## config.mk

```make
export PLATFORM = sky130hd
export DESIGN_NAME = rmco_ucode
export DESIGN_NICKNAME = d
export VERILOG_FILES = /design/src/rtl/rmco_pkg.sv /design/src/rtl/rmco_ucode.sv
export SDC_FILE = /design/constraint.sdc
export NUM_CORES = 1
export LEC_CHECK = 0
export ABC_AREA = 1
export BUFFER_PORTS_ARGS = -buffer_cell sky130_fd_sc_hd__buf_2
export CAP_MARGIN = 15
export CORE_AREA = 2 2 39 41
export CTS_CLUSTER_SIZE = 20
export DETAILED_ROUTE_END_ITERATION = 12
export DIE_AREA = 0 0 41 43
export PLACE_DENSITY = 0.57
export SLEW_MARGIN = 20
export SYNTH_ARGS = -nofsm -noshare
export SYNTH_HDL_FRONTEND = slang
export SYNTH_SLANG_ARGS = --single-unit
export TNS_END_PERCENT = 100
```

## constraint.sdc

```tcl
create_clock -name clk -period 4.2 [get_ports clk]
set_input_delay 0.84 -clock clk [delete_from_list [all_inputs] [get_ports clk]]
set_output_delay 0.84 -clock clk [all_outputs]
set_load 0.05 [all_outputs]
```

## src/rtl/rmco_pkg.sv

```systemverilog
`timescale 1ns / 1ps
// ----------------------------------------------------------------------------
// rmco_pkg
// Shared types and codes of the circle occlusion ray marcher: register
// layout, microcode word, sequencer/datapath control and status.
// ----------------------------------------------------------------------------
package rmco_pkg;

	localparam int POS_W   = 23;
	localparam int DIM_W   = 12;
	localparam int RAD_W   = 11;
	localparam int IDX_W   = 11;
	localparam int CNT_W   = 12;
	localparam int ADDR_W  = 5;
	localparam int DATA_W  = 32;
	localparam int PC_W    = 4;

	localparam logic signed [POS_W-1:0] POS_MAX = 23'sh3FFFFF;
	localparam logic signed [POS_W-1:0] POS_MIN = 23'sh400000;
	localparam logic [CNT_W-1:0] DRAWN_MAX = 12'hFFF;

	// Outcome codes.
	localparam logic [1:0] OUT_LEFT  = 2'd0;
	localparam logic [1:0] OUT_HIT   = 2'd1;
	localparam logic [1:0] OUT_LIMIT = 2'd2;

	// Register indexes.
	localparam logic [2:0] REG_WIDTH  = 3'd0;
	localparam logic [2:0] REG_HEIGHT = 3'd1;
	localparam logic [2:0] REG_SRC_X  = 3'd2;
	localparam logic [2:0] REG_SRC_Y  = 3'd3;
	localparam logic [2:0] REG_SRC_R  = 3'd4;
	localparam logic [2:0] REG_OBS_X  = 3'd5;
	localparam logic [2:0] REG_OBS_Y  = 3'd6;
	localparam logic [2:0] REG_OBS_R  = 3'd7;

	typedef logic [3:0] op_t;
	typedef logic [2:0] cond_t;
	typedef logic [PC_W-1:0] pc_t;

	// Datapath operations.
	localparam op_t OP_IDLE      = 4'd0;
	localparam op_t OP_CORDIC    = 4'd1;
	localparam op_t OP_ROUND     = 4'd2;
	localparam op_t OP_MUL_START = 4'd3;
	localparam op_t OP_START     = 4'd4;
	localparam op_t OP_MOVE      = 4'd5;
	localparam op_t OP_SQUARE    = 4'd6;
	localparam op_t OP_TEST      = 4'd7;
	localparam op_t OP_DONE      = 4'd8;

	// Jump conditions: the jump is taken when the condition is true.
	localparam cond_t C_NEXT      = 3'd0;
	localparam cond_t C_JUMP      = 3'd1;
	localparam cond_t C_NO_START  = 3'd2;
	localparam cond_t C_ITER_MORE = 3'd3;
	localparam cond_t C_CONTINUE  = 3'd4;

	typedef struct packed {
		op_t   op;
		cond_t cond;
		pc_t   target;
	} uword_t;

	typedef struct packed {
		op_t  op;
		logic load;
	} ctrl_t;

	typedef struct packed {
		logic iter_more;
		logic cont;
	} stat_t;

	typedef struct packed {
		logic [DIM_W-1:0] width;
		logic [DIM_W-1:0] height;
		logic [DIM_W-1:0] src_x;
		logic [DIM_W-1:0] src_y;
		logic [RAD_W-1:0] src_r;
		logic [DIM_W-1:0] obs_x;
		logic [DIM_W-1:0] obs_y;
		logic [RAD_W-1:0] obs_r;
	} cfg_t;

endpackage

```

## src/rtl/rmco_ucode.sv

```systemverilog
`timescale 1ns / 1ps
// ----------------------------------------------------------------------------
// rmco_ucode
// Microcode sequencer: program counter, control store and jump logic.
// ----------------------------------------------------------------------------
module rmco_ucode import rmco_pkg::*; (
	input  logic  clk,
	input  logic  arst_n,
	input  logic  start,
	input  stat_t stat,
	output ctrl_t ctrl,
	output logic  busy,
	output logic  done
);

	localparam pc_t PC_IDLE   = 4'd0;
	localparam pc_t PC_CORDIC = 4'd1;
	localparam pc_t PC_ROUND  = 4'd2;
	localparam pc_t PC_MULS   = 4'd3;
	localparam pc_t PC_START  = 4'd4;
	localparam pc_t PC_MOVE   = 4'd5;
	localparam pc_t PC_SQUARE = 4'd6;
	localparam pc_t PC_TEST   = 4'd7;
	localparam pc_t PC_DONE   = 4'd8;

	// The program. The march loop is square then test; the test step also
	// makes the next move when the ray goes on.
	function automatic uword_t ucode_rom(input pc_t pc);
		uword_t w;
		unique case (pc)
			PC_IDLE:   w = '{op: OP_IDLE,      cond: C_NO_START,  target: PC_IDLE};
			PC_CORDIC: w = '{op: OP_CORDIC,    cond: C_ITER_MORE, target: PC_CORDIC};
			PC_ROUND:  w = '{op: OP_ROUND,     cond: C_NEXT,      target: PC_IDLE};
			PC_MULS:   w = '{op: OP_MUL_START, cond: C_NEXT,      target: PC_IDLE};
			PC_START:  w = '{op: OP_START,     cond: C_NEXT,      target: PC_IDLE};
			PC_MOVE:   w = '{op: OP_MOVE,      cond: C_NEXT,      target: PC_IDLE};
			PC_SQUARE: w = '{op: OP_SQUARE,    cond: C_NEXT,      target: PC_IDLE};
			PC_TEST:   w = '{op: OP_TEST,      cond: C_CONTINUE,  target: PC_SQUARE};
			PC_DONE:   w = '{op: OP_DONE,      cond: C_JUMP,      target: PC_IDLE};
			default:   w = '{op: OP_IDLE,      cond: C_JUMP,      target: PC_IDLE};
		endcase
		return w;
	endfunction

	pc_t    pc_q;
	pc_t    pc_next;
	uword_t word;
	logic   jump;
	logic   accept;

	assign word   = ucode_rom(pc_q);
	assign busy   = (pc_q != PC_IDLE);
	assign accept = start && !busy;
	assign done   = (word.op == OP_DONE);

	assign ctrl.op   = word.op;
	assign ctrl.load = accept;

	always_comb begin
		case (word.cond)
			C_NEXT:      jump = 1'b0;
			C_JUMP:      jump = 1'b1;
			C_NO_START:  jump = !start;
			C_ITER_MORE: jump = stat.iter_more;
			C_CONTINUE:  jump = stat.cont;
			default:     jump = 1'b1;
		endcase
		pc_next = jump ? word.target : pc_q + 4'd1;
	end

	always_ff @(posedge clk or negedge arst_n) begin
		if (!arst_n) begin
			pc_q <= PC_IDLE;
		end else begin
			pc_q <= pc_next;
		end
	end

	a_accept_busy: assert property (@(posedge clk) disable iff (!arst_n)
		accept |=> busy)
		else $error("sequencer did not leave idle after a transfer");

	a_done_idle: assert property (@(posedge clk) disable iff (!arst_n)
		done |=> !busy)
		else $error("sequencer did not return to idle after a result");

	a_done_busy: assert property (@(posedge clk) disable iff (!arst_n)
		done |-> busy)
		else $error("result strobe raised while the sequencer was idle");

endmodule

```

## Word level (Yosys, flattened, before mapping)

Memory sizes are Yosys's and may differ from the RTL's.
Index checks and enable logic that the tools add are counted.

- Register bits after elaboration: 4
- ROM bits: 160
- Bits of input ports: 5
- Output and inout port bits: 7
- Word-level logic and storage cells: 14
- Memories: 1

Memory list:

| memory | depth | bits a word | rd ports | clocked after memory_dff | wr ports | line | text |
|---|---|---|---|---|---|---|---|
| (no name shown) | 16 | 10 | 1 | 0 | 0 | rmco_ucode.sv:30 | `unique case (pc)` |

- Add/subtract/negate cells: 1
- Eq/ne operators: 4
- Mux-type cells: 2
- Reduce and logical (&&, ||, !) cells: 5

Operators by type and width:

| cell | count |
|---|---|
| $eq 3x2->1 const B | 2 |
| $add 4x1->4 const B | 1 |
| $eq 4x4->1 const B | 1 |
| $mux 4 | 1 |
| $pmux 1 s4 | 1 |
| $reduce_bool 4->1 | 1 |
| $eq 3x3->1 const B | 1 |
| $logic_not 3->1 | 1 |
| $logic_not 1->1 | 2 |
| $logic_and 1x1->1 | 1 |

## Depth between registers and ports, before layout

Gate-level depths: netlist of the first run.
An unclocked memory read counts as a cell.

- Word-level depth: 4
- Mapped depth: 9
- Mapped depth without buffers: 9

## Least setup slack after synthesis of the first run

No wires, ideal clock.

- Path kind: register -> output
- Start point: reg pc_q[1]
- End point: out ctrl[0] (netlist bit)
- Data arrival time: 1487 ps
- Data required time: 3360 ps
- Path slack: 1873 ps
- Stages on the path, launching flop included: 6
- Buffers on the path: 1
- Cells stage by stage: dfrtp_1 -> inv_1 -> ha_1 -> nand3_1 -> nor2_1 -> buf_4

- Word-level cells in the longest chain between the ends: 3

Ends and longest elaborated chain:

| element | line | text |
|---|---|---|
| start, declared | rmco_ucode.sv:45 | `pc_t pc_q;` |
| start signal, assigned | rmco_ucode.sv:75 | `pc_q <= pc_next;` |
| $reduce_bool 4->1 | rmco_ucode.sv:52 | `assign busy = (pc_q != PC_IDLE);` |
| via busy | rmco_ucode.sv:12 | `output logic busy,` |
| $logic_not 1->1 | rmco_ucode.sv:53 | `assign accept = start && !busy;` |
| $logic_and 1x1->1 | rmco_ucode.sv:53 |  |
| end, declared | rmco_ucode.sv:11 | `output ctrl_t ctrl,` |

The timed path passes the listed nets, and every way through them passes these cells.

==> impl_results.md, run 1 <==
- Hold_buf cts: 0
- P_sw: 0.1932 mW
- DP Worst Slack: between 2 and 2.5 ns
- Vias in the first global route: 280
- Largest register FFs: 4
- Cells after Synth: between 40 and 50
- Startpoint type of the worst setup path: flop
- Buffers on Ports: 11
- Post-CTS Setup Bufs: 0
- FF-to-FF End: pc_q[1]
- Initial antenna violation count: 0
- Sw frac: between 50% and 60%
- Hold WS: 0.3987 ns
- CP arrival: ~1.4 ns
- GRT Overall Usage: approximately 8.6%
- Total grt overflow: 0
- Clock Latency Late Sink: around 0.23 ns
- Seq/Total Area, Yosys: ~30%
- Period utilisation layout: between 50% and 60%
- DP Wirelength: approximately 530 um
- Clock Power Share: 13.9%
- CP Depth: 5
- Reg2Reg Depth: 8
- FF+latch count, synth: 4
- CP Data Required Time: 3.36 ns
- CP Capture Type: primary output
- Buf/Inv on CP: 2
- Worst Skew: 0.005757 ns
- Htree depth: 1
- Die W: about 40 um
- # IOs: 12
- Die height: between 40 and 50 um
- Ys Warns: 0
- Status: finished, final reports clean
- Combinational fraction of design power: between 60% and 70%
- Rel. slew slack: 83.51%
- GPL Wtd Cong: about 0.64
- CP top delay family: flip-flops
- Int Power: approximately 0.15 mW
- Minimum clock period: 2.205 ns
- Worst-path cell chain: inv_1 > ha_1 > nand3_1 > nor2_1 > buf_2
- RSZ-0062 raised after global routing: no
- R2R setup slack: ~2.8 ns
- CORE AREA: roughly 1400 um^2
- Final setup fails: 0
- Synth unique cells: 12
- Synth Cell Area: around 340 um^2
- Mapped Avg Cell Area: between 7 and 8 um^2
- Via density: roughly 4.2
- Post-Syn Nets: 57
- Setup TNS: 0 ns
- WL/cell: 8.368 um
- Sequential Power Share: 20.9%
- Final ANT Viol Nets: 0
- PwrDens: just over 800 nW/um^2
- Crit Path Class: reg2out
- Final worst setup slack: around 2 ns
- Routed wire length: between 600 and 700 um
- Static Leakage: around 0.26 nW
- Post_cts resized: 0
- Layout net count: 71
- Root buf cell: clkbuf_4
- Slew Limit Fails: 0
- Worst Max-Slew Pin Slew: 0.2490 ns
- Max Fclk: about 450 MHz
- Fin. Hold Viols: 0
- Worst Path Max Fanout: 5
- Worst reg2reg path startpoint: pc_q[0]
- DR pass1 iterations: 3
- Hold crit path type: in2async
- CTS tree: done
- Biggest register: pc_q
- Delay of the slowest cell on the worst path: approximately 0.42 ns
- Sink Count: 4
- Die area: between 1500 and 2000 um^2
- Largest net degree at the start of global routing: 9
- Via Count: about 320
- Clock Path Buffers: 2
- # diodes: 0
- TritonCTS Buffers: 3
- DR DRC count: 0
- Slowest cell on crit path: dfrtp_1
- Layout cells sized above 1: between 30% and 40%
- Layout area overhead: 23.42%
- Top flop regs: pc_q: 4 flops
- Site Rows: 14
- Number of max-cap violations: 0
- First-pass GRT wire length: 1.014 mm
- DR iter-0 viols: 9
- Initial Util: about a quarter
- IR Drop Worst-Case VDD: ~0.00015 V
- CTS clk-pin slew, worst paths: roughly 0.04 ns
## cell type report
| cell class | count | area (um^2) |
|---|---|---|
| Clock buffer | 3 | 22.52 |
| Fill cell | 168 | 968.4 |
| Inverter | 6 | 22.52 |
| Multi-Input combinational cell | 36 | 195.2 |
| Sequential cell | 4 | 100.1 |
| Tap cell | 16 | 20.02 |
| Timing Repair Buffer | 11 | 55.05 |
## metrics by stage
step / power (mW) / cells / utilization, % / instance area, um^2
floorplan: 0.2557 / 48 / - / 336.6
global placement: 0.2958 / 73 / 28.39 / 392.9
detailed placement: 0.2963 / 73 / 28.39 / 392.9
CTS: 0.3451 / 76 / 30.02 / 415.4
global route: 0.3692 / 76 / 30.02 / 415.4
finish: 0.3395 / 76 / 30.02 / 415.4
## cell usage after synthesis (all sizes together)
master  count  area [um^2]
nand3       5        25.02
nor2       12        52.55
nor3        1        5.000
ha          4        50.05
inv         6        22.52
nand2      14        62.56
dfrtp       4        100.1
buf         2        18.77
## routing by layer
metal	vias to the layer above	wire, um	track usage, %
li1	169	-	-
met3	0	37	4.712
met5	-	0	0
met1	143	282	8.091
met2	10	316	14.06
met4	0	0	4.000
## how the worst max path moves through the flow
stage	from	endpoint	slack, ns
2_1_floorplan	pc_q[1]	ctrl[0]	1.87
4_1_cts	pc_q[0]	ctrl[0]	1.97
3_5_place_dp	start	ctrl[0]	2.06
6_report	pc_q[1]	ctrl[0]	2.00
5_1_grt	pc_q[1]	ctrl[0]	1.87
3_3_place_gp	start	ctrl[0]	2.07
## power groups by stage
| stage | logic [mW] | registers, mW | clock network [mW] |
|---|---|---|---|
| floorplan | 0.190 | 0.0655 | 0 |
| global placement | 0.224 | 0.0721 | 0 |
| detailed placement | 0.224 | 0.0720 | 0 |
| CTS | 0.225 | 0.0714 | 0.0489 |
| global route | 0.243 | 0.0740 | 0.0523 |
| finish | 0.221 | 0.0711 | 0.0470 |
## cells in the final DEF (no fill, tap or decap), types with 3 or more instances in the layout
cell / Yosys / routed
nor2_1: 11 / 11
ha_1: 4 / 4
dfrtp_1: 4 / 4
inv_1: 5 / 5
buf_2: 0 / 11
nand2_1: 10 / 10
clkbuf_4: 0 / 3
nand3_1: 5 / 5
nand2_2: 4 / 4
## logic make-up (layout without fill, tap and decap cells)
logic type / after synthesis / in the layout / synth area share [%]
flops: 4 / 4 / 29.74
simple gates: 32 / 32 / 43.12
fa+ha+maj: 4 / 4 / 14.87
buf+inv: 8 / 20 / 12.27
(Power assumes the default switching activity.)
==> run 2: changes to the inputs <==
--- a/config.mk
+++ b/config.mk
@@ -5,7 +5,7 @@
 export SDC_FILE = /design/constraint.sdc
 export NUM_CORES = 1
 export LEC_CHECK = 0
-export ABC_AREA = 1
+export ABC_AREA = 0
 export BUFFER_PORTS_ARGS = -buffer_cell sky130_fd_sc_hd__buf_2
 export CAP_MARGIN = 15
 export CORE_AREA = 2 2 39 41
==> constraint.sdc (replaced) <==
create_clock -name clk -period 2.1 [get_ports clk]
set_input_delay 0.42 -clock clk [delete_from_list [all_inputs] [get_ports clk]]
set_output_delay 0.42 -clock clk [all_outputs]
set_load 0.05 [all_outputs]
==> run 2 against run 1 <==
Synthesized area shrank 2.2%. Count of clock-buffer cells in the layout unchanged. Critical path depth unchanged. Clock skew down 0.0042 ns. Global-route usage is 0.39 points lower. Sequential share of layout area fell by 0.77 points. Flip-flop and latch count is the same. Register-to-register slack worse by 2.4 ns. Largest power group unchanged.
==> impl_results.md, run 2 <==
- Crit Path Class: reg2out
- Htree depth: 1 (unchanged)
- TritonCTS Buffers: 3 (unchanged)
- Via density: 4.127 (-2.6%)
- Synth top area cells: dfrtp_1, ha_1, mux2_4
- Period utilisation layout: between 80% and 90%
- Root buf cell: clkbuf_4
- Worst Path Max Fanout: 5 (unchanged)
- Clock Latency Late Sink: 0.23 ns (about the same)
- Worst Skew: 0.001514 ns (-0.004243 ns)
- Final setup fails: 0 (unchanged)
- Biggest register: pc_q
- DR iter-0 viols: 3 (-6)
- FF+latch count, synth: 4 (unchanged)
- Seq/Total Area, Yosys: 30.42% (+0.68 points)
- Hold crit path type: in2async
- Routed wire length: 609 um (-4.2%)
- Slew Limit Fails: 0 (unchanged)
- Delay of the slowest cell on the worst path: 0.41 ns (about the same)
- Sink Count: 4 (unchanged)
- Post-Syn Nets: 42 (-26%)
- CORE AREA: 1384 um^2 (unchanged)
- Worst-path cell chain: inv_1 > ha_1 > nand2_1 > nor2_1 > buf_2
- Max Fclk: about 560 MHz
- Worst reg2reg path startpoint: pc_q[0]
- CP arrival: 1.37 ns (about the same)
- DR DRC count: 0 (unchanged)
- PwrDens: 1750 nW/um^2 (+110%)
- FF-to-FF End: pc_q[2]
- Buf/Inv on CP: 2 (unchanged)
- Area of the multi-input gates: 214.0 um^2 (+9.6%)
- DP Wirelength: 501.6 um (-5.1%)
- Crit path from: pc_q[1]
- Largest area contributor in the netlist: dfrtp_1
- Top_reg_cell synth: dfrtp_1
- CTS tree: done
- Vias in the first global route: 223 (-20%)
- GPL Wtd Cong: 0.7214 (+13%)
- Slowest cell on crit path: dfrtp_1
- CP Data Required Time: 1.68 ns (-1.68 ns)
- Minimum clock period: around 1.8 ns
- Top flop regs: pc_q: 4 flops
- GRT Overall Usage: 8.165% (-0.39 points)
- Layout area overhead: 30.42%
- Via Count: 260 (-19%)
- Die W: 41 um (unchanged)
- Rel. slew slack: 82.57% (-0.95 points)
- Reg2Reg Depth: 5 (-3)
- IR Drop Worst-Case VDD: 0.0003898 V (+150%)
- FF+latch area: 100.1 um^2 (unchanged)
- DP Worst Slack: 0.4208 ns (-1.636 ns)
- Die height: 43 um (unchanged)
- Initial antenna violation count: 0 (unchanged)
- Initial Util: 23.78% (-0.54 points)
- Status: finished, final reports clean
- # IOs: 12 (unchanged)
- Fill cell count: 142 (-15%)
- Fin. Hold Viols: 0 (unchanged)
- Top cell type's share of synthesized area: 30.42% (+0.68 points)
- Mapped Avg Cell Area: 9.972 um^2 (+42%)
- Site Rows: 14 (unchanged)
- Largest net degree at the start of global routing: 9 (unchanged)
- Commonest non-fill, non-tap cell in the layout: buf_2
- RSZ-0062 raised after global routing: no
- Synth unique cells: 17 (+5)
- Final worst setup slack: 0.3065 ns (-1.689 ns)
- Final ANT Viol Nets: 0 (unchanged)
- CP Capture Type: primary output
- Post_cts resized: 0 (unchanged)
- Cells after Synth: 33 (-31%)
- Worst Max-Slew Pin Slew: 0.2615 ns (+0.01248 ns)
- Ys async rst share: 100.0% (unchanged)
- Die area: 1763 um^2 (unchanged)
- Commonest cells after routing, fill and taps aside: buf_2, nor2_1, ha_1, dfrtp_1
- R2R setup slack: 0.42 ns (-2.35 ns)
- CTS clk-pin slew, worst paths: 0.04 ns (about the same)
- First-pass GRT wire length: 890 um (-12%)
- Startpoint type of the worst setup path: flop
- Static Leakage: 0.2338 nW (-12%)
- Buffers on Ports: 11 (unchanged)
- Ys Warns: 0 (unchanged)
- Synth Cell Area: 329.1 um^2 (-2.2%)
- Largest register FFs: 4 (unchanged)
- Setup TNS: 0 ns (unchanged)
- Number of max-cap violations: 0 (unchanged)
- WL/cell: 9.667 um (+16%)
- Clock Path Buffers: 2 (unchanged)
- Most frequent cells after synthesis: nor2_1, dfrtp_1, ha_1
- Total grt overflow: 0 (unchanged)
- DR pass1 iterations: 3 (unchanged)
- CP top delay family: flip-flops
- Post-synth EDFFs: 0 (unchanged)
- Layout cells sized above 1: 42.55% (+9.2 points)
- # diodes: 0 (unchanged)
- Top-count cell post-synth: nor2_1
- Layout net count: 58 (-18%)
[run 2: stage by stage]
step	total power [mW]	cell area, um^2	hold slack (ns)	std cells	utilization [%]
3_3_place_gp	0.6649	396.6	0.2358	59	28.66
4_1_cts	0.7659	429.2	0.5169	63	31.01
6_report	0.7512	429.2	0.5225	63	31.01
3_5_place_dp	0.6653	396.6	0.2333	59	28.66
5_1_grt	0.8107	429.2	0.5412	63	31.01
2_1_floorplan	0.5766	329.1	0.1244	33	-
[run 2: power by group]
group,switching (mW),leakage [nW],internal (mW)
clock,0.0296,0.0138,0.0638
sequential,0.0387,0.0516,0.107
combinational,0.313,0.168,0.200
[run 2: cells by family (layout without fill, tap and decap cells)]
family	Yosys count	in the layout	share of synthesized area (%)
AND/OR/NAND/NOR	16	16	25.10
adder cells (fa/ha/maj)	4	4	15.21
flip-flops	4	4	30.42
AO/OA/AOI/OAI	3	3	12.55
multiplexers	3	3	12.17
buffers and inverters	3	17	4.564
[run 2: what timing repair did]
item,CTS,global route
setup buffers,0,0
endpoints found under the hold margin,4,0
hold buffers,1,0
[run 2: final cells by class]
| class | count | share of cell area, % |
|---|---|---|
| inverters | 2 | 1.749 |
| clock buffers | 3 | 5.248 |
| flip-flops and latches | 4 | 23.32 |
| repair buffers | 12 | 15.16 |
| well taps | 16 | 4.665 |
| multi-input cells | 26 | 49.85 |
[run 2: metal layers]
layer	wire (um)	track usage [%]	vias up
met3	65	3.141	2
met4	8	8.000	0
met1	265	9.121	110
met2	270	10.94	10
met5	0	0	-
li1	-	-	138
[run 2: worst max path at each step]
stage / to / slack [ns] / cells after the start
after global placement: pc_q[2] / 0.41 / 5
after CTS: done / 0.28 / 5
after detailed placement: pc_q[1] / 0.42 / 5
final: done / 0.31 / 5
after global routing: done / 0.18 / 5
after floorplan: ctrl[4] / 0.31 / 4
==> run 3: changes to the inputs <==
--- a/config.mk
+++ b/config.mk
@@ -12,7 +12,6 @@
 export CTS_CLUSTER_SIZE = 20
 export DETAILED_ROUTE_END_ITERATION = 12
 export DIE_AREA = 0 0 41 43
-export PLACE_DENSITY = 0.57
 export SLEW_MARGIN = 20
 export SYNTH_ARGS = -nofsm -noshare
 export SYNTH_HDL_FRONTEND = slang
==> run 3 against run 2 <==
Total power decreased by 0.17%. Core utilization unchanged. Global-route usage fell by 0.19 points. Sequential power up 3%. Sequential share of layout area is the same. Worst hold slack improved by 0.0053 ns. Cell area unchanged. Fmax shrank 0.45%. First-iteration DRC count grew 67%. Non-clock buffer count unchanged. Critical endpoint is now ctrl[4].
==> impl_results.md, run 3 (synthesis results as in run 2) <==
- CORE AREA: 1384 um^2 (unchanged)
- Layout cells sized above 1: 42.55% (unchanged)
- Die W: 41 um (unchanged)
- Htree depth: 1 (unchanged)
- Layout area overhead: 30.42% (unchanged)
- Final setup fails: 0 (unchanged)
- Die area: 1763 um^2 (unchanged)
- CP Data Required Time: 1.68 ns (about the same)
- Post-CTS Setup Bufs: 0 (unchanged)
- Commonest non-fill, non-tap cell in the layout: buf_2
- Worst Path Max Fanout: 5 (unchanged)
- Clock Latency Late Sink: 0.23 ns (about the same)
- Post_cts resized: 0 (unchanged)
- Final ANT Viol Nets: 0 (unchanged)
- Die height: 43 um (unchanged)
- Commonest cells after routing, fill and taps aside: buf_2, nor2_1, ha_1, dfrtp_1
- IR Drop Worst-Case VDD: 0.0005817 V (+49%)
- Via density: 4.127 (unchanged)
- Status: finished, final reports clean
- CP arrival: 1.38 ns (about the same)
- Setup TNS: 0 ns (unchanged)
- CTS clk-pin slew, worst paths: 0.04 ns (about the same)
- Hold WS: 0.5278 ns (+0.005282 ns)
- Worst Max-Slew Pin Slew: 0.2615 ns (-0.00002754 ns)
- Routed wire length: 613 um (+0.66%)
- Post-route core utilization: 31.01% (unchanged)
- CTS tree: done
- First-pass GRT wire length: 917 um (+3.0%)
- Minimum clock period: 1.802 ns (+0.008065 ns)
- Clock Path Buffers: 2 (unchanged)
- WL/cell: 9.730 um (+0.66%)
- Cell area after layout: 429.2 um^2 (unchanged)
- Vias in the first global route: 226 (+1.3%)
- Static Leakage: 0.2338 nW (unchanged)
- Initial Util: 23.78% (unchanged)
- Biggest register: pc_q
- TritonCTS Buffers: 3 (unchanged)
- Delay of the slowest cell on the worst path: 0.43 ns (+0.02 ns)
- Layout net count: 58 (unchanged)
- Initial antenna violation count: 0 (unchanged)
- GRT Overall Usage: 7.980% (-0.19 points)
- Fill cell count: 141 (-0.70%)
- Startpoint type of the worst setup path: flop
- Slowest cell on crit path: dfrtp_1
- Via Count: 260 (unchanged)
- DR pass1 iterations: 4 (+1)
- Site Rows: 14 (unchanged)
- Hold crit path type: in2async
- DP Wirelength: 461.4 um (-8.0%)
- Crit Path Class: reg2out
- # IOs: 12 (unchanged)
- Top flop regs: pc_q: 4 flops
- Rel. slew slack: 82.57% (about the same)
- Worst Skew: 0.0005918 ns (-0.0009222 ns)
- Sink Count: 4 (unchanged)
- FF+latch area: 100.1 um^2 (unchanged)
- Number of max-cap violations: 0 (unchanged)
- Fin. Hold Viols: 0 (unchanged)
- Largest register FFs: 4 (unchanged)
- RSZ-0062 raised after global routing: no
- CP Capture Type: primary output
- Total grt overflow: 0 (unchanged)
- # diodes: 0 (unchanged)
- Buffers on Ports: 11 (unchanged)
- Max Fclk: 555.1 MHz (-0.45%)
- Buf/Inv on CP: 2 (unchanged)
- GPL Wtd Cong: 0.7247 (+0.46%)
- Hold_buf cts: 1 (unchanged)
- Largest net degree at the start of global routing: 9 (unchanged)
- CP top delay family: flip-flops
- Period utilisation layout: 85.79% (+0.38 points)
- Slew Limit Fails: 0 (unchanged)
- Root buf cell: clkbuf_4
- DR iter-0 viols: 5 (+2)
- DR DRC count: 0 (unchanged)
- Placed Area: 396.6 um^2 (unchanged)
- Worst-path cell chain: inv_1 > ha_1 > nand2_1 > nor2_1 > buf_2
- PwrDens: 1747 nW/um^2 (-0.17%)
- Area of the multi-input gates: 214.0 um^2 (unchanged)
## run 3: cell type report
| cell class | instances | share of cell area (%) |
|---|---|---|
| repair buffers | 12 | 15.16 |
| clock buffers | 3 | 5.248 |
| flip-flops and latches | 4 | 23.32 |
| well taps | 16 | 4.665 |
| multi-input cells | 26 | 49.85 |
| inverters | 2 | 1.749 |
## run 3: metrics by stage
| stage | std cells | worst slack, ns | power (mW) |
|---|---|---|---|
| after floorplan | 33 | 0.3058 | 0.5766 |
| after global placement | 59 | 0.4152 | 0.6571 |
| after detailed placement | 59 | 0.4108 | 0.6585 |
| after CTS | 63 | 0.2835 | 0.7634 |
| after global routing | 63 | 0.2038 | 0.8177 |
| final | 63 | 0.2984 | 0.7499 |
## run 3: power by group
part	switching (mW)	internal (mW)	leakage (nW)
combinational	0.309	0.198	0.168
sequential	0.0435	0.107	0.0516
clock	0.0292	0.0638	0.0138
## run 3: routing by layer
layer  wire, um  track usage [%]
met1        302            11.15
met2        257            10.31
met3         54            1.571
met4          0            6.000
met5          0                0
## run 3: path summary, 6_finish.rpt
kind / from / endpoint / slack, ns / cells past startpoint
setup / recovery: pc_q[1] / ctrl[4] / 0.30 / 5
hold / removal: arst_n / pc_q[1] / 0.53 / 2
setup reg to reg: pc_q[1] / pc_q[1] / 0.41 / 5
hold reg to reg: pc_q[0] / pc_q[0] / 0.56 / 1
max in group asynchronous: arst_n / pc_q[3] / 1.46 / 2
min in group clk: pc_q[0] / pc_q[0] / 0.56 / 1
